===== config.mk =====
export PLATFORM = sky130hd
export DESIGN_NAME = min_tracking_stack
export DESIGN_NICKNAME = d
export VERILOG_FILES = /design/src/hdl/mts_pkg.sv /design/src/hdl/min_tracking_stack.sv /design/src/hdl/mts_cell.sv
export SDC_FILE = /design/constraint.sdc
export NUM_CORES = 2
export LEC_CHECK = 0
export BUFFER_PORTS_ARGS = -buffer_cell sky130_fd_sc_hd__buf_4
export CAP_MARGIN = 20
export CORE_UTILIZATION = 45
export CTS_BUF_LIST = sky130_fd_sc_hd__clkbuf_16
export DETAILED_ROUTE_END_ITERATION = 8
export PLACE_DENSITY = 0.64
export SETUP_SLACK_MARGIN = 0.05
export SLEW_MARGIN = 30
export SYNTH_ARGS = -nofsm -noshare
export SYNTH_HDL_FRONTEND = slang
export SYNTH_HIERARCHICAL = 1
export SYNTH_SLANG_ARGS = --single-unit

===== constraint.sdc =====
create_clock -name clk -period 8.88 [get_ports clk]
set_clock_uncertainty 0.1 [all_clocks]
set_input_delay 0 -clock clk [delete_from_list [all_inputs] [get_ports clk]]
set_output_delay 0 -clock clk [all_outputs]
set_load 0.05 [all_outputs]

===== src/hdl/mts_pkg.sv =====
// ----------------------------------------------------------------------------
// mts_pkg
// shared types, constants and helpers for the minimum tracking stack
// ----------------------------------------------------------------------------
package mts_pkg;

	localparam int unsigned MTS_DEPTH   = 64;
	localparam int unsigned MTS_CNT_W   = $clog2(MTS_DEPTH + 1);
	localparam int unsigned MTS_WORD_W  = 32;
	localparam int unsigned MTS_ENTRY_W = MTS_WORD_W + 2;

	typedef logic [MTS_CNT_W-1:0]           cnt_t;
	typedef logic signed [MTS_WORD_W-1:0]   word_t;
	typedef logic signed [MTS_ENTRY_W-1:0]  entry_t;

	typedef enum logic [0:0] {
		OP_PUSH = 1'b0,
		OP_POP  = 1'b1
	} op_t;

	typedef enum logic [1:0] {
		STATUS_OK        = 2'd0,
		STATUS_POP_EMPTY = 2'd1,
		STATUS_PUSH_FULL = 2'd2
	} status_t;

	typedef struct packed {
		logic push;
		logic pop;
	} cell_ctrl_t;

	function automatic entry_t widen(input word_t w);
		widen = {{2{w[MTS_WORD_W-1]}}, w};
	endfunction

	// entries below the minimum decode as the minimum itself
	function automatic word_t decode(input entry_t e, input word_t m);
		decode = (e < widen(m)) ? m : e[MTS_WORD_W-1:0];
	endfunction

endpackage


===== src/hdl/min_tracking_stack.sv =====
// ----------------------------------------------------------------------------
// min_tracking_stack
// stack of signed words that also reports its minimum in constant time
// ----------------------------------------------------------------------------
//  channel | handshake            | payload
//  --------+----------------------+---------------------------------------
//  in      | in_valid / in_stall  | op, value
//  out     | out_valid / out_stall| top_value, min_value, is_empty, status
//
//  one transfer per cycle each way while out_stall is low; a result appears
//  in the cycle after its input transfer, held in a single output register
//  the top of stack is slot 0 of a shift chain, so push and pop shift every
//  slot at once whatever the depth
//  reset clears the fill count, the minimum and the output valid at once
//  in_stall rises only while a result is held and out_stall is high
// ----------------------------------------------------------------------------
module min_tracking_stack (
	input  logic        clk,
	input  logic        arst_n,
	input  logic        in_valid,
	output logic        in_stall,
	input  logic        op,
	input  logic [31:0] value,
	output logic        out_valid,
	input  logic        out_stall,
	output logic [31:0] top_value,
	output logic [31:0] min_value,
	output logic        is_empty,
	output logic [1:0]  status
);

	mts_pkg::cnt_t       count_q;
	mts_pkg::word_t      min_q;
	logic                out_valid_q;
	mts_pkg::word_t      top_q;
	mts_pkg::word_t      omin_q;
	logic                empty_q;
	mts_pkg::status_t    status_q;

	mts_pkg::entry_t     entries [mts_pkg::MTS_DEPTH];
	mts_pkg::cell_ctrl_t cctrl;

	logic                acc_in;
	logic                is_push;
	logic                empty_now;
	logic                full_now;
	logic                pop_last;
	logic                push_below;
	mts_pkg::word_t      val_s;
	mts_pkg::entry_t     v_ext;
	mts_pkg::entry_t     m_ext;
	mts_pkg::entry_t     push_store;
	mts_pkg::entry_t     pop_min_x;
	mts_pkg::word_t      pop_min;

	mts_pkg::cnt_t       count_d;
	mts_pkg::word_t      min_d;
	mts_pkg::word_t      top_d;
	mts_pkg::word_t      omin_d;
	logic                empty_d;
	mts_pkg::status_t    status_d;

	assign acc_in    = in_valid && !in_stall;
	assign in_stall  = out_valid_q && out_stall;
	assign is_push   = (op == mts_pkg::OP_PUSH);
	assign empty_now = (count_q == '0);
	assign full_now  = (count_q == mts_pkg::cnt_t'(mts_pkg::MTS_DEPTH));
	assign pop_last  = (count_q == mts_pkg::cnt_t'(1));
	assign val_s     = value;
	assign v_ext     = mts_pkg::widen(val_s);
	assign m_ext     = mts_pkg::widen(min_q);

	assign push_below = v_ext < m_ext;
	assign push_store = (!empty_now && push_below) ? ((v_ext <<< 1) - m_ext) : v_ext;
	assign pop_min_x  = (entries[0] < m_ext) ? ((m_ext <<< 1) - entries[0]) : m_ext;
	assign pop_min    = pop_min_x[mts_pkg::MTS_WORD_W-1:0];

	assign cctrl.push = acc_in && is_push && !full_now;
	assign cctrl.pop  = acc_in && !is_push && !empty_now;

	// shift chain of slots, slot 0 is the top
	for (genvar i = 0; i < mts_pkg::MTS_DEPTH; i++) begin : g_cell
		mts_pkg::entry_t above;
		mts_pkg::entry_t below;
		if (i == 0) begin : g_first
			assign above = push_store;
		end else begin : g_mid
			assign above = entries[i-1];
		end
		if (i == mts_pkg::MTS_DEPTH - 1) begin : g_last
			assign below = '0;
		end else begin : g_inner
			assign below = entries[i+1];
		end
		mts_cell u_cell (
			.clk   (clk),
			.ctrl  (cctrl),
			.above (above),
			.below (below),
			.entry (entries[i])
		);
	end

	always_comb begin
		count_d  = count_q;
		min_d    = min_q;
		top_d    = '0;
		omin_d   = '0;
		empty_d  = 1'b1;
		status_d = mts_pkg::STATUS_OK;
		if (is_push) begin
			if (full_now) begin
				status_d = mts_pkg::STATUS_PUSH_FULL;
				top_d    = mts_pkg::decode(entries[0], min_q);
				omin_d   = min_q;
				empty_d  = 1'b0;
			end else begin
				count_d = count_q + mts_pkg::cnt_t'(1);
				min_d   = (empty_now || push_below) ? val_s : min_q;
				top_d   = val_s;
				omin_d  = min_d;
				empty_d = 1'b0;
			end
		end else begin
			if (empty_now) begin
				status_d = mts_pkg::STATUS_POP_EMPTY;
			end else if (pop_last) begin
				count_d = '0;
				min_d   = '0;
			end else begin
				count_d = count_q - mts_pkg::cnt_t'(1);
				min_d   = pop_min;
				top_d   = mts_pkg::decode(entries[1], pop_min);
				omin_d  = pop_min;
				empty_d = 1'b0;
			end
		end
	end

	always_ff @(posedge clk or negedge arst_n) begin
		if (!arst_n) begin
			count_q     <= '0;
			min_q       <= '0;
			out_valid_q <= 1'b0;
		end else begin
			if (acc_in) begin
				count_q     <= count_d;
				min_q       <= min_d;
				out_valid_q <= 1'b1;
			end else if (!out_stall) begin
				out_valid_q <= 1'b0;
			end
		end
	end

	always_ff @(posedge clk) begin
		if (acc_in) begin
			top_q    <= top_d;
			omin_q   <= omin_d;
			empty_q  <= empty_d;
			status_q <= status_d;
		end
	end

	assign out_valid = out_valid_q;
	assign top_value = top_q;
	assign min_value = omin_q;
	assign is_empty  = empty_q;
	assign status    = status_q;

	a_count_range: assert property (@(posedge clk) disable iff (!arst_n)
		count_q <= mts_pkg::cnt_t'(mts_pkg::MTS_DEPTH))
		else $error("fill count beyond depth");

	a_min_zero_empty: assert property (@(posedge clk) disable iff (!arst_n)
		(count_q == '0) |-> (min_q == '0))
		else $error("minimum not cleared while empty");

	a_push_count: assert property (@(posedge clk) disable iff (!arst_n)
		(acc_in && is_push && !full_now) |=> (count_q == $past(count_q) + mts_pkg::cnt_t'(1)))
		else $error("push did not grow the stack");

	a_empty_result: assert property (@(posedge clk) disable iff (!arst_n)
		(out_valid_q && empty_q) |-> (top_q == '0 && omin_q == '0))
		else $error("empty result with non-zero fields");

	a_full_not_empty: assert property (@(posedge clk) disable iff (!arst_n)
		(out_valid_q && status_q == mts_pkg::STATUS_PUSH_FULL) |-> !empty_q)
		else $error("push on full reported an empty stack");

endmodule


===== src/hdl/mts_cell.sv =====
// ----------------------------------------------------------------------------
// mts_cell
// one stack slot; shifts down on push and up on pop
// ----------------------------------------------------------------------------
module mts_cell (
	input  logic               clk,
	input  mts_pkg::cell_ctrl_t ctrl,
	input  mts_pkg::entry_t    above,
	input  mts_pkg::entry_t    below,
	output mts_pkg::entry_t    entry
);

	mts_pkg::entry_t entry_q;

	always_ff @(posedge clk) begin
		if (ctrl.push) begin
			entry_q <= above;
		end else if (ctrl.pop) begin
			entry_q <= below;
		end
	end

	assign entry = entry_q;

endmodule

==> reports/metrics.yaml <==
clk_pin_slew_ns: 0.06
critPathKind: "reg2reg"
utilization_pct: 49.20
ctsHtreeMaxLevel: 4
slowest_delay_ns: 0.73
crit_required_ns: 9.35
post_cts_buffers: 0
cpMaxStageDelayCell: "a2111oi_0"
cp-end-kind: "register"
synth_edf_count: 2243
async_flop_share_pct: 1.752
holdWs_ns: 0.08130
violations: "design-rule violations"
hold_class: "in2reg"
firstDrtPassIters: 9
first_global_vias: 57738
port_buffers: 105
ys_seq_area_share_pct: 59.92
syn_avg_cell_area_sq_um: 18.45
crit_arrival_ns: 7.38
layout_min_cycle_time_ns: 6.909
grt-ovfl-total: 0
drtIter0Drc: 4425
fillers: 20725
drtAntennaViolNets: 0
tritoncts: "built"
dieArea_sq_mm: 0.2555
maxCapViolCount: 0
ir_drop_uv: 217.7
vias_per_cell: 5.476
setup_tns_ns: 0
ios: 106
start_util_pct: 45.34
die_x_um: 505.5
path_common_cell: "buf_4"
antenna_found_initial: 3
dp_slack_ns: 2.083
synthDistinctLibCells: 88
fp.coreArea_sq_mm: 0.2516
setup_viol: 0
ys_seq_elements: 2283
vias: 54593
post_dp_cell_area_sq_mm: 0.1155
finalHoldViolCount: 0
drive_above_1_share_pct: 41.93
cp_cell_sequence: "inv_1 -> ha_1 -> a21oi_1 -> o21ai_1 -> a2111oi_0 -> buf_4 -> nand4_1 -> nand2_1 -> a21o_1 -> buf_4 -> buf_4 -> mux2i_1 -> ha_1 -> nand4_1 -> or2_2 -> nor4_1 -> nand4_1 -> nor2_1 -> a21oi_1 -> o311ai_4 -> buf_4 -> nor3_1 -> a311o_1"
fin_ws_ns: 1.971
rows: 184
yosys_warnings: 6
cts.sinks: 2283
outcome: "finished, violations left"
cts_root_buffer: "clkbuf_16"
wl_per_cell_um: 25.21
powerDensity_mw_per_mm2: 282.8
grt_pass1_wl_um: 382000
ys.flop_type: "edfxtp_1"
insertion_delay_ns: 0.87
stdcell_area_sq_mm: 0.1238
numCtsBuffers: 235
drc: 52
crit_path_start_kind: "register"
tightestPinTransition_ns: 1.015
layout_commonest_cell: "edfxtp_1"
crit_fanout: 21
fmax_mhz: 144.7
cts_resized: 0
clockBufferDepth: 3
grt_max_degree: 143
syn2layout_area_growth_pct: 8.528
die_h_um: 505.5
grt.total_usage_pct: 19.46
slew-limit-headroom_pct: 32.37
wl_um: 251300
syn_area_sq_mm: 0.1141
final_nets: 6612
synthCells: 6184
rsz0062_at_grt: "false"
hpwl_um: 165600
final_cell_mix: "edfxtp_1, mux2_4, mux2_2, clkbuf_16, buf_4"
post-route-period-util_pct: 77.80
power_leakage_nw: 46.18
finalMaxSlewViolations: 0
gp_congestion: 0.8959
final cells by class:
cell class	count	area (sq um)	area share, %
timing repair buffer	287	2590	2.092
sequential	2283	68360	55.21
inverter	95	356.6	0.2880
clock inverter	208	1752	1.415
multi-input combinational	3510	40680	32.86
clock buffer	235	5881	4.750
antenna	3	7.507	0.006063
tap	3348	4189	3.383
synthesized netlist by cell type, types with 27 or more instances:
library cell     n  area share, %
dfrtp_1         40           0.88
a21o_1          35           0.23
a21oi_1        134           0.59
mux2i_1         56           0.49
a211oi_1        28           0.18
inv_1           95           0.31
nand2_1        133           0.44
buf_6           67           0.66
mux2_2         324            3.2
or2_1           65           0.36
clkbuf_1        37           0.12
o21ai_0         77           0.34
a22oi_1         27           0.18
buf_12         192            3.4
mux2_4        1856             24
nor2_1         147           0.48
o22ai_1         48           0.26
nand3_1         32           0.14
ha_1           161            1.8
nor3_1          36           0.16
edfxtp_1      2243             59
power breakdown:
group | leakage (nW) | internal (mW) | switching [mW] | total [mW]
combinational | 20.5 | 4.50 | 5.46 | 9.96
clock | 3.92 | 5.41 | 4.32 | 9.73
sequential | 21.7 | 14.1 | 1.16 | 15.3
total | 46.2 | 24.1 | 10.9 | 35.0
worst max-delay path, delay by kind of cell (launching register included):
kind	cells	cell delay, ns
AO/OA/AOI/OAI	7	1.70
adder cells (fa/ha/maj)	2	0.52
buffers and inverters	5	1.51
flip-flops	1	0.47
multiplexers	1	0.46
AND/OR/NAND/NOR	8	1.85
sequential cells by signal (all words and copies together), names as in the netlist:
signal and flops:
status 2, top_value 32, min_q 32, out_valid 1, g_cell.u_cell/entry 2176, min_value 32
count_q 7, is_empty 1
stage by stage:
stage | power, mW | cells
final | 35.01 | 9969
after global routing | 36.52 | 9968
after CTS | 35.28 | 9963
after detailed placement | 25.38 | 9465
after global placement | 25.33 | 9463
after floorplan | 22.58 | 6217
kinds of logic (layout without fill, tap and decap cells):
family / after synthesis / after routing / share of synthesized area [%]
AND/OR/NAND/NOR: 518 / 518 / 2.215
AO/OA/AOI/OAI: 506 / 506 / 2.933
multiplexers: 2237 / 2237 / 28.13
flip-flops: 2283 / 2283 / 59.92
buffers and inverters: 424 / 825 / 4.603
adder cells (fa/ha/maj): 163 / 163 / 1.801
other: 1 / 37 / 0.003287
XOR/XNOR: 52 / 52 / 0.3992
path summary, 6_finish.rpt:
path / to / startpoint / cells after the start / slack [ns]
max in group asynchronous: min_q[5] / arst_n / 4 / 8.19
hold reg to reg: min_q[17] / min_q[17] / 2 / 0.42
setup / recovery: top_value[21] / min_q[23] / 23 / 1.97
hold / removal: min_q[22] / value[22] / 4 / 0.08
min in group asynchronous: min_q[17] / arst_n / 4 / 0.21
setup reg to reg: top_value[21] / min_q[23] / 23 / 1.97
repair_timing:
item | CTS | global route
hold endpoints to repair | 182 | 0
endpoints found under the setup margin | 0 | 0
hold buffers | 55 | 0
routing by layer:
| metal | vias to the layer above | GRT usage (%) | wire length, um |
|---|---|---|---|
| li1 | 24536 | - | - |
| met1 | 28529 | 27.25 | 115000 |
| met2 | 1192 | 31.36 | 119000 |
| met3 | 336 | 2.422 | 9305 |
| met4 | 0 | 6.333 | 7992 |
| met5 | - | 0 | 0 |
Power figures use the tool's default switching activity.
